<file path="src/design/ipv6ecp_pkg.sv">
`timescale 1ns / 1ps
`default_nettype none

package ipv6ecp_pkg;

   // item kinds on the request channel
   localparam logic [1:0] KIND_START   = 2'd0;
   localparam logic [1:0] KIND_PAYLOAD = 2'd1;
   localparam logic [1:0] KIND_END     = 2'd2;

   // final status codes
   localparam logic [2:0] ST_COMPLETE    = 3'd0;
   localparam logic [2:0] ST_NO_NEXT     = 3'd1;
   localparam logic [2:0] ST_UNSUPPORTED = 3'd2;
   localparam logic [2:0] ST_MALFORMED   = 3'd3;
   localparam logic [2:0] ST_LIMIT       = 3'd4;

   // protocol numbers
   localparam logic [7:0] PROTO_HOP_BY_HOP = 8'd0;
   localparam logic [7:0] PROTO_TCP        = 8'd6;
   localparam logic [7:0] PROTO_UDP        = 8'd17;
   localparam logic [7:0] PROTO_ROUTING    = 8'd43;
   localparam logic [7:0] PROTO_FRAG       = 8'd44;
   localparam logic [7:0] PROTO_ICMPV6     = 8'd58;
   localparam logic [7:0] PROTO_NO_NEXT    = 8'd59;
   localparam logic [7:0] PROTO_DEST_OPTS  = 8'd60;

   localparam logic [11:0] FRAG_HDR_LEN = 12'd8;

   // configuration register indexes
   typedef logic [0:0] csr_index_type;
   localparam csr_index_type CSR_HEADER_LIMIT = 1'd0;
   localparam csr_index_type CSR_BYTE_BUDGET  = 1'd1;
   localparam int CSR_DATA_W = 16;

   typedef struct packed {
      logic [1:0] kind;
      logic [7:0] data_byte;
      logic [7:0] first_header_type;
   } req_type;

   typedef struct packed {
      logic        record_type;
      logic [7:0]  header_type;
      logic [7:0]  following_header;
      logic [15:0] header_offset;
      logic [11:0] header_length;
      logic [12:0] frag_offset;
      logic        more_frags;
      logic [31:0] frag_ident;
      logic [2:0]  status;
      logic [7:0]  final_header;
      logic [15:0] walked_bytes;
   } rsp_type;

   typedef struct packed {
      logic [7:0]  header_limit;
      logic [15:0] byte_budget;
   } csr_type;

   typedef struct packed {
      logic    valid;
      rsp_type data;
   } rsp_push_type;

endpackage

`default_nettype wire

</file>
<file path="src/design/ipv6ecp_csr.sv">
`timescale 1ns / 1ps
`default_nettype none

module ipv6ecp_csr (
   input  wire logic                        clock,
   input  wire logic                        reset,
   input  wire logic                        csr_write,
   input  wire ipv6ecp_pkg::csr_index_type  csr_index,
   input  wire logic [ipv6ecp_pkg::CSR_DATA_W-1:0] csr_wdata,
   output ipv6ecp_pkg::csr_type             cfg
);
   import ipv6ecp_pkg::*;

   logic [7:0]  header_limit_ff;
   logic [15:0] byte_budget_ff;

   always_ff @(posedge clock) begin
      if (reset) begin
         header_limit_ff <= 8'd8;
         byte_budget_ff  <= 16'd2048;
      end else if (csr_write) begin
         unique case (csr_index)
            CSR_HEADER_LIMIT: header_limit_ff <= csr_wdata[7:0];
            CSR_BYTE_BUDGET:  byte_budget_ff  <= csr_wdata[15:0];
            default: ;
         endcase
      end
   end

   assign cfg.header_limit = header_limit_ff;
   assign cfg.byte_budget  = byte_budget_ff;

endmodule

`default_nettype wire

</file>
<file path="src/design/ipv6ecp_walker.sv">
`timescale 1ns / 1ps
`default_nettype none

module ipv6ecp_walker #(
   parameter int MAX_PAYLOAD_BYTES = 65535
) (
   input  wire logic                     clock,
   input  wire logic                     reset,
   input  wire logic                     accept,
   input  wire ipv6ecp_pkg::req_type     req,
   input  wire ipv6ecp_pkg::csr_type     cfg,
   output ipv6ecp_pkg::rsp_push_type     push
);
   import ipv6ecp_pkg::*;

   localparam logic [16:0] PAYLOAD_CAP = 17'(MAX_PAYLOAD_BYTES);

   logic [7:0]  current_type_ff,   current_type_in;
   logic [15:0] chain_offset_ff,   chain_offset_in;
   logic [7:0]  header_count_ff,   header_count_in;
   logic [10:0] byte_in_header_ff, byte_in_header_in;
   logic [11:0] current_length_ff, current_length_in;
   logic [7:0]  inner_next_ff,     inner_next_in;
   logic [15:0] frag_word_ff,      frag_word_in;
   logic [31:0] ident_word_ff,     ident_word_in;
   logic [2:0]  decided_status_ff, decided_status_in;
   logic        decided_flag_ff,   decided_flag_in;

   logic [15:0] budget_left;
   logic        is_ext;
   logic        is_frag;
   logic        chk_hit;
   logic [2:0]  chk_status;
   logic [11:0] bih_next;
   logic        past_cap;
   logic [11:0] byte1_len;
   logic [11:0] cur_len;
   logic        hdr_done;
   logic [2:0]  end_status;

   always_comb begin
      budget_left = (cfg.byte_budget > chain_offset_ff) ?
                    cfg.byte_budget - chain_offset_ff : 16'd0;
      is_ext  = current_type_ff inside {PROTO_HOP_BY_HOP, PROTO_ROUTING,
                                        PROTO_FRAG, PROTO_DEST_OPTS};
      is_frag = (current_type_ff == PROTO_FRAG);

      // header start checks, in priority order
      chk_hit    = 1'b1;
      chk_status = ST_LIMIT;
      if (header_count_ff == 8'd0 &&
          (cfg.header_limit == 8'd0 || cfg.byte_budget == 16'd0)) begin
         chk_status = ST_LIMIT;
      end else if (!is_ext) begin
         if (current_type_ff == PROTO_NO_NEXT)
            chk_status = ST_NO_NEXT;
         else if (current_type_ff inside {PROTO_TCP, PROTO_UDP, PROTO_ICMPV6})
            chk_status = ST_COMPLETE;
         else
            chk_status = ST_UNSUPPORTED;
      end else if (header_count_ff >= cfg.header_limit ||
                   chain_offset_ff >= cfg.byte_budget) begin
         chk_status = ST_LIMIT;
      end else if (budget_left < 16'd2) begin
         chk_status = ST_MALFORMED;
      end else begin
         chk_hit = 1'b0;
      end

      bih_next  = {1'b0, byte_in_header_ff} + 12'd1;
      past_cap  = ({1'b0, chain_offset_ff} + {6'd0, byte_in_header_ff}) >= PAYLOAD_CAP;
      byte1_len = {({1'b0, req.data_byte} + 9'd1), 3'b000};
      cur_len   = (byte_in_header_ff == 11'd1 && !is_frag) ? byte1_len
                                                           : current_length_ff;
      hdr_done  = (bih_next >= cur_len);
      end_status = (byte_in_header_ff == 11'd0 && chk_hit) ? chk_status : ST_MALFORMED;
   end

   always_comb begin
      current_type_in   = current_type_ff;
      chain_offset_in   = chain_offset_ff;
      header_count_in   = header_count_ff;
      byte_in_header_in = byte_in_header_ff;
      current_length_in = current_length_ff;
      inner_next_in     = inner_next_ff;
      frag_word_in      = frag_word_ff;
      ident_word_in     = ident_word_ff;
      decided_status_in = decided_status_ff;
      decided_flag_in   = decided_flag_ff;
      push              = '0;

      if (accept) begin
         case (req.kind)
            KIND_START: begin
               current_type_in   = req.first_header_type;
               chain_offset_in   = '0;
               header_count_in   = '0;
               byte_in_header_in = '0;
               current_length_in = '0;
               inner_next_in     = '0;
               frag_word_in      = '0;
               ident_word_in     = '0;
               decided_status_in = '0;
               decided_flag_in   = 1'b0;
            end
            KIND_END: begin
               if (!decided_flag_ff) begin
                  decided_status_in = end_status;
                  decided_flag_in   = 1'b1;
               end
               push.valid             = 1'b1;
               push.data.record_type  = 1'b1;
               push.data.status       = decided_flag_ff ? decided_status_ff : end_status;
               push.data.final_header = current_type_ff;
               push.data.walked_bytes = chain_offset_ff;
            end
            KIND_PAYLOAD: begin
               if (!decided_flag_ff && !past_cap) begin
                  if (byte_in_header_ff == 11'd0) begin
                     if (chk_hit) begin
                        decided_status_in = chk_status;
                        decided_flag_in   = 1'b1;
                     end else begin
                        frag_word_in      = '0;
                        ident_word_in     = '0;
                        inner_next_in     = req.data_byte;
                        if (is_frag)
                           current_length_in = FRAG_HDR_LEN;
                        byte_in_header_in = 11'd1;
                     end
                  end else begin
                     current_length_in = cur_len;
                     if (byte_in_header_ff == 11'd1 &&
                         {4'd0, cur_len} > budget_left) begin
                        decided_status_in = ST_LIMIT;
                        decided_flag_in   = 1'b1;
                     end else begin
                        if (is_frag && byte_in_header_ff != 11'd1) begin
                           if (byte_in_header_ff < 11'd4)
                              frag_word_in = {frag_word_ff[7:0], req.data_byte};
                           else if (byte_in_header_ff < 11'd8)
                              ident_word_in = {ident_word_ff[23:0], req.data_byte};
                        end
                        byte_in_header_in = bih_next[10:0];
                        if (hdr_done) begin
                           push.valid                 = 1'b1;
                           push.data.header_type      = current_type_ff;
                           push.data.following_header = inner_next_ff;
                           push.data.header_offset    = chain_offset_ff;
                           push.data.header_length    = cur_len;
                           if (is_frag) begin
                              push.data.frag_offset = frag_word_in[15:3];
                              push.data.more_frags  = frag_word_in[0];
                              push.data.frag_ident  = ident_word_in;
                           end
                           chain_offset_in   = chain_offset_ff + {4'd0, cur_len};
                           header_count_in   = header_count_ff + 8'd1;
                           current_type_in   = inner_next_ff;
                           byte_in_header_in = '0;
                           frag_word_in      = '0;
                           ident_word_in     = '0;
                        end
                     end
                  end
               end
            end
            default: ;
         endcase
      end
   end

   always_ff @(posedge clock) begin
      if (reset) begin
         current_type_ff   <= '0;
         chain_offset_ff   <= '0;
         header_count_ff   <= '0;
         byte_in_header_ff <= '0;
         current_length_ff <= '0;
         inner_next_ff     <= '0;
         frag_word_ff      <= '0;
         ident_word_ff     <= '0;
         decided_status_ff <= '0;
         decided_flag_ff   <= 1'b0;
      end else begin
         current_type_ff   <= current_type_in;
         chain_offset_ff   <= chain_offset_in;
         header_count_ff   <= header_count_in;
         byte_in_header_ff <= byte_in_header_in;
         current_length_ff <= current_length_in;
         inner_next_ff     <= inner_next_in;
         frag_word_ff      <= frag_word_in;
         ident_word_ff     <= ident_word_in;
         decided_status_ff <= decided_status_in;
         decided_flag_ff   <= decided_flag_in;
      end
   end

endmodule

`default_nettype wire

</file>
<file path="src/design/ipv6ecp_rsp_reg.sv">
`timescale 1ns / 1ps
`default_nettype none

module ipv6ecp_rsp_reg (
   input  wire logic                      clock,
   input  wire logic                      reset,
   input  wire ipv6ecp_pkg::rsp_push_type push,
   output logic                           slot_free,
   output logic                           rsp_valid,
   input  wire logic                      rsp_ready,
   output ipv6ecp_pkg::rsp_type           rsp_data
);
   import ipv6ecp_pkg::*;

   logic    rsp_valid_ff;
   rsp_type rsp_data_ff;

   // the slot can take a new item in the same cycle the old one drains
   assign slot_free = !rsp_valid_ff || rsp_ready;

   always_ff @(posedge clock) begin
      if (reset)
         rsp_valid_ff <= 1'b0;
      else if (push.valid)
         rsp_valid_ff <= 1'b1;
      else if (rsp_ready)
         rsp_valid_ff <= 1'b0;
   end

   always_ff @(posedge clock) begin
      if (push.valid)
         rsp_data_ff <= push.data;
   end

   assign rsp_valid = rsp_valid_ff;
   assign rsp_data  = rsp_data_ff;

endmodule

`default_nettype wire

</file>
<file path="src/design/ipv6_extension_chain_parser_top.sv">
`timescale 1ns / 1ps
`default_nettype none

// Channel  Direction  Handshake                 Payload
// req      in         req_valid / req_ready     req_data  (kind, data_byte, first_header_type)
// rsp      out        rsp_valid / rsp_ready     rsp_data  (header or final status record)
// csr      in         csr_write                 csr_index, csr_wdata
//
// One item per cycle. A result shows on rsp in the cycle after the item giving it is taken.
// The walk state updates in the cycle of acceptance; the single result register
// sets the rate: req_ready drops only while a result is held and rsp_ready is low.
// Synchronous active-high reset: header_limit 8, byte_budget 2048, walk state cleared.

module ipv6_extension_chain_parser_top #(
   parameter int MAX_PAYLOAD_BYTES = 65535
) (
   input  wire logic                            clock,
   input  wire logic                            reset,
   input  wire logic                            req_valid,
   output logic                                 req_ready,
   input  wire ipv6ecp_pkg::req_type            req_data,
   output logic                                 rsp_valid,
   input  wire logic                            rsp_ready,
   output ipv6ecp_pkg::rsp_type                 rsp_data,
   input  wire logic                            csr_write,
   input  wire ipv6ecp_pkg::csr_index_type      csr_index,
   input  wire logic [ipv6ecp_pkg::CSR_DATA_W-1:0] csr_wdata
);
   import ipv6ecp_pkg::*;

   csr_type      cfg;
   rsp_push_type push;
   logic         slot_free;
   logic         accept;

   assign req_ready = slot_free;
   assign accept    = req_valid && slot_free;

   ipv6ecp_csr u_csr (
      .clock     (clock),
      .reset     (reset),
      .csr_write (csr_write),
      .csr_index (csr_index),
      .csr_wdata (csr_wdata),
      .cfg       (cfg)
   );

   ipv6ecp_walker #(
      .MAX_PAYLOAD_BYTES (MAX_PAYLOAD_BYTES)
   ) u_walker (
      .clock  (clock),
      .reset  (reset),
      .accept (accept),
      .req    (req_data),
      .cfg    (cfg),
      .push   (push)
   );

   ipv6ecp_rsp_reg u_rsp_reg (
      .clock     (clock),
      .reset     (reset),
      .push      (push),
      .slot_free (slot_free),
      .rsp_valid (rsp_valid),
      .rsp_ready (rsp_ready),
      .rsp_data  (rsp_data)
   );

   // every end item yields a status record in the next cycle
   a_end_gives_status: assert property (@(posedge clock) disable iff (reset)
      (req_valid && req_ready && req_data.kind == KIND_END) |=>
         (rsp_valid && rsp_data.record_type))
      else $error("end item did not produce a status record");

   // header records carry a real length and no status fields
   a_header_record_shape: assert property (@(posedge clock) disable iff (reset)
      (rsp_valid && !rsp_data.record_type) |->
         (rsp_data.header_length >= 12'd8 && rsp_data.status == ST_COMPLETE &&
          rsp_data.walked_bytes == 16'd0))
      else $error("malformed header record");

   // status records carry a defined status and no header fields
   a_status_record_shape: assert property (@(posedge clock) disable iff (reset)
      (rsp_valid && rsp_data.record_type) |->
         (rsp_data.status <= ST_LIMIT && rsp_data.header_length == 12'd0 &&
          rsp_data.frag_ident == 32'd0))
      else $error("malformed status record");

endmodule

`default_nettype wire
</file>
<file path="config.mk">
export PLATFORM = sky130hd
export DESIGN_NAME = ipv6_extension_chain_parser_top
export DESIGN_NICKNAME = d
export VERILOG_FILES = /design/src/design/ipv6ecp_pkg.sv /design/src/design/ipv6ecp_csr.sv /design/src/design/ipv6ecp_walker.sv /design/src/design/ipv6ecp_rsp_reg.sv /design/src/design/ipv6_extension_chain_parser_top.sv
export SDC_FILE = /design/constraint.sdc
export NUM_CORES = 1
export LEC_CHECK = 0
export BUFFER_PORTS_ARGS = -buffer_cell sky130_fd_sc_hd__buf_2
export CORE_MARGIN = 4
export CORE_UTILIZATION = 50
export DETAILED_ROUTE_END_ITERATION = 8
export PLACE_DENSITY = 0.79
export SKIP_CTS_REPAIR_TIMING = 1
export SYNTH_ARGS = -nofsm -noshare
export SYNTH_HDL_FRONTEND = slang
export SYNTH_HIERARCHICAL = 1
export SYNTH_SLANG_ARGS = --single-unit
</file>
<file path="constraint.sdc">
create_clock -name clock -period 11.69 [get_ports clock]
set_input_delay 1.169 -clock clock [delete_from_list [all_inputs] [get_ports clock]]
set_output_delay 1.169 -clock clock [all_outputs]
set_load 0.1 [all_outputs]
</file>
==> impl_metrics.py <==
metrics = {
    "drt": {
        "vias_per_cell": 5.84,
        "drc": 0,
        "drtIter0Drc": 1066,
        "firstDrtPassIters": 5,
        "wirelength_um": 36200,
        "route.detailed.wl_per_inst_um": 18.5,
        "ant_nets": 0,
        "via_count": 11400,
    },
    "clock_tree": {
        "clock_sinks": 258,
        "path_clk_slew_ps": 70,
        "cts_max_level": 1,
        "clk_latency_ps": 550,
        "clk_path_buf_depth": 3,
        "clockRootBuffer": "clkbuf_16",
        "cts_tree": "built",
        "cts_buffers": 27,
    },
    "global_route": {
        "grt_pass1_vias": 10600,
        "grt_pass1_wl_um": 57000,
        "antenna_found_initial": 4,
        "track_usage": 0.226,
        "grt_max_degree": 78,
        "overflow": 0,
    },
    "logic_synthesis": {
        "ys_top_cells_by_area": "edfxtp_1 (25%), dfxtp_1 (20%), ha_1 (7.3%), a21oi_1 (4.5%), nand2_1 (4.5%)",
        "synth_top_area_cell": "edfxtp_1",
        "syn_nets": 1567,
        "yosysTopAreaCellShare": 0.255,
        "seq_area_frac_synth": 0.456,
        "synthArstFlopShare": 0,
        "synth_edf_count": 118,
        "yosysMostFrequentCell": "nand2_1",
        "yosys_warnings": 6,
        "avgSynthCellArea_um2": 9.64,
        "ys.flop_type": "dfxtp_1",
        "synth_cell_types": 92,
        "synthCells": 1443,
        "synth_seq_cells": 258,
        "synth_common_cells": "nand2_1 (166), dfxtp_1 (140), a21oi_1 (125), edfxtp_1 (118), nor2_1 (92)",
        "synth.cell_area_um2": 13900,
    },
    "critical_path": {
        "required_ps": 11860,
        "crit_fanout": 77,
        "start_kind": "flip-flop",
        "endpoint_kind": "flip-flop",
        "path_class": "reg -> reg",
        "arrival_ps": 7170,
    },
    "timing": {
        "finalCritPeriodShare": 0.598,
        "report.final.slew_viol_count": 0,
        "skew_ps": 13.4,
        "rsz0062_at_grt": "no",
        "slew_headroom": 0.162,
        "fmax_mhz": 143,
        "tightest_slew_ps": 1260,
        "finalCriticalPeriod_ps": 6990,
        "layout_setup_ws_ps": 4700,
        "setup-violations-final": 0,
        "final_hold_viol_count": 0,
        "fin_tns_setup_ps": 0,
    },
    "floorplanning": {
        "dieHeight_um": 175,
        "die_w_um": 175,
        "pin_count": 160,
        "core-area_um2": 27200,
        "rows": 60,
        "fp.dieArea_um2": 30500,
        "start_util": 0.512,
    },
    "layout": {
        "nets": 1687,
        "drive_above_1_share": 0.160,
        "area_growth_pct": 13.4,
    },
    "outcome": {
        "status": "finished clean",
    },
    "pwr": {
        "p_per_area_nw_per_um2": 132,
        "p_leak_uw": 0.00637,
        "ir_drop_mv": 0.105,
    },
    "run": {
        "drv_cap": 0,
    },
    "placement": {
        "post-place-ws_ps": 4750,
        "globalplace.congestion": 0.953,
        "port_buffers": 159,
        "dp.final_hpwl_um": 25500,
    },
    "hold_path": {
        "min_path_type": "reg -> reg",
    },
}
## cell families (layout without fill, tap and decap cells)
| family | count (synthesis) | in the layout | synth area share |
|---|---|---|---|
| xor gates and xnor gates | 45 | 45 | 0.0283 |
| buffers and inverters | 151 | 292 | 0.0479 |
| other | 0 | 3 | 0 |
| adders and majority gates | 84 | 84 | 0.0772 |
| muxes | 31 | 31 | 0.0225 |
| and+or+nand+nor | 533 | 533 | 0.196 |
| AOI/OAI and AO/OA | 341 | 341 | 0.172 |
| DFF | 258 | 258 | 0.456 |
## area by class of cell
| class | instances | area [um^2] |
|---|---|---|
| diodes | 3 | 7.51 |
| clock buffers | 35 | 726 |
| clock inverters | 15 | 178 |
| fillers | 2341 | 11400 |
| inverters | 72 | 270 |
| multi-input cells | 1034 | 6900 |
| flip-flops and latches | 258 | 6350 |
| well taps | 372 | 465 |
| repair buffers | 170 | 878 |
## sequential cells by signal, summed over array words and instances, names as in the netlist
name / cells
u_walker/decided_status_ff: 3
u_walker/inner_next_ff: 8
u_walker/chain_offset_ff: 16
u_csr/byte_budget_ff: 16
u_walker/ident_word_ff: 32
u_walker/decided_flag_ff: 1
u_rsp_reg/rsp_valid: 1
u_walker/header_count_ff: 8
u_walker/frag_word_ff: 16
u_walker/byte_in_header_ff: 11
u_rsp_reg/rsp_data: 118
u_csr/header_limit_ff: 8
u_walker/current_type_ff: 8
u_walker/current_length_ff: 12
## per-stage QoR
step / instances / utilization / hold WS, ps / power, uW / cell area [um^2]
2_1_floorplan: 1443 / - / 432 / 1170 / 13900
3_3_place_gp: 1906 / 0.547 / 448 / 1220 / 14900
3_5_place_dp: 1906 / 0.547 / 460 / 1220 / 14900
4_1_cts: 1956 / 0.580 / 471 / 2090 / 15800
5_1_grt: 1959 / 0.580 / 495 / 2150 / 15800
6_report: 1959 / 0.580 / 473 / 2080 / 15800
## layout by cell type, fill, tap and decap left out, drive strengths merged, types with 11 or more instances in the layout
cell type	Yosys	layout
buf	40	170
nand2	167	167
dfxtp	140	140
a21oi	130	130
edfxtp	118	118
nor2	92	92
ha	81	81
inv	71	73
nand3	61	61
and2	48	48
o21ai	41	41
clkbuf	39	35
xnor2	32	32
a22o	32	32
mux2i	29	29
nor4	29	29
nand2b	28	28
and3	26	26
a32o	21	21
nor3	16	16
a211oi	15	15
nor3b	14	14
xor2	13	13
nor2b	11	11
o31ai	11	11
a21o	11	11
## critical path, stage by stage, from the launching register on
cell and delay [ps]:
dfxtp_1 490, inv_1 170, ha_1 430, nand4_1 220, nor4_1 380, a211oi_2 130
o21a_1 200, nor2_1 610, nand3_1 160, ha_1 360, nand4_1 120, or4_1 550
nand4b_1 120, a221o_1 160, a21oi_1 90, a311oi_2 360, a21oi_1 160, nor2_4 940
buf_4 900
## metal layers
| metal | wire length (um) | share of wire | track usage |
|---|---|---|---|
| met4 | 872 | 0.024 | 0.0658 |
| met3 | 2560 | 0.071 | 0.0461 |
| met5 | 13 | 0.00036 | 0 |
| met1 | 16600 | 0.46 | 0.322 |
| met2 | 16200 | 0.45 | 0.350 |
## final timing paths
check,slack [ps],startpoint,to,depth (start not counted)
setup reg to reg,4700,u_walker/chain_offset_ff[11],u_rsp_reg/rsp_data[61],18
hold reg to reg,470,u_walker/current_length_ff[3],u_walker/current_length_ff[3],2
setup / recovery,4700,u_walker/chain_offset_ff[11],u_rsp_reg/rsp_data[61],18
hold / removal,470,u_walker/current_length_ff[3],u_walker/current_length_ff[3],2
## power by group
part,internal (uW),switching [uW]
Combinational,72.2,174
Sequential,952,9.46
Clock,509,362
Total,1530,546
No activity file was read; power rests on OpenSTA's default activity.
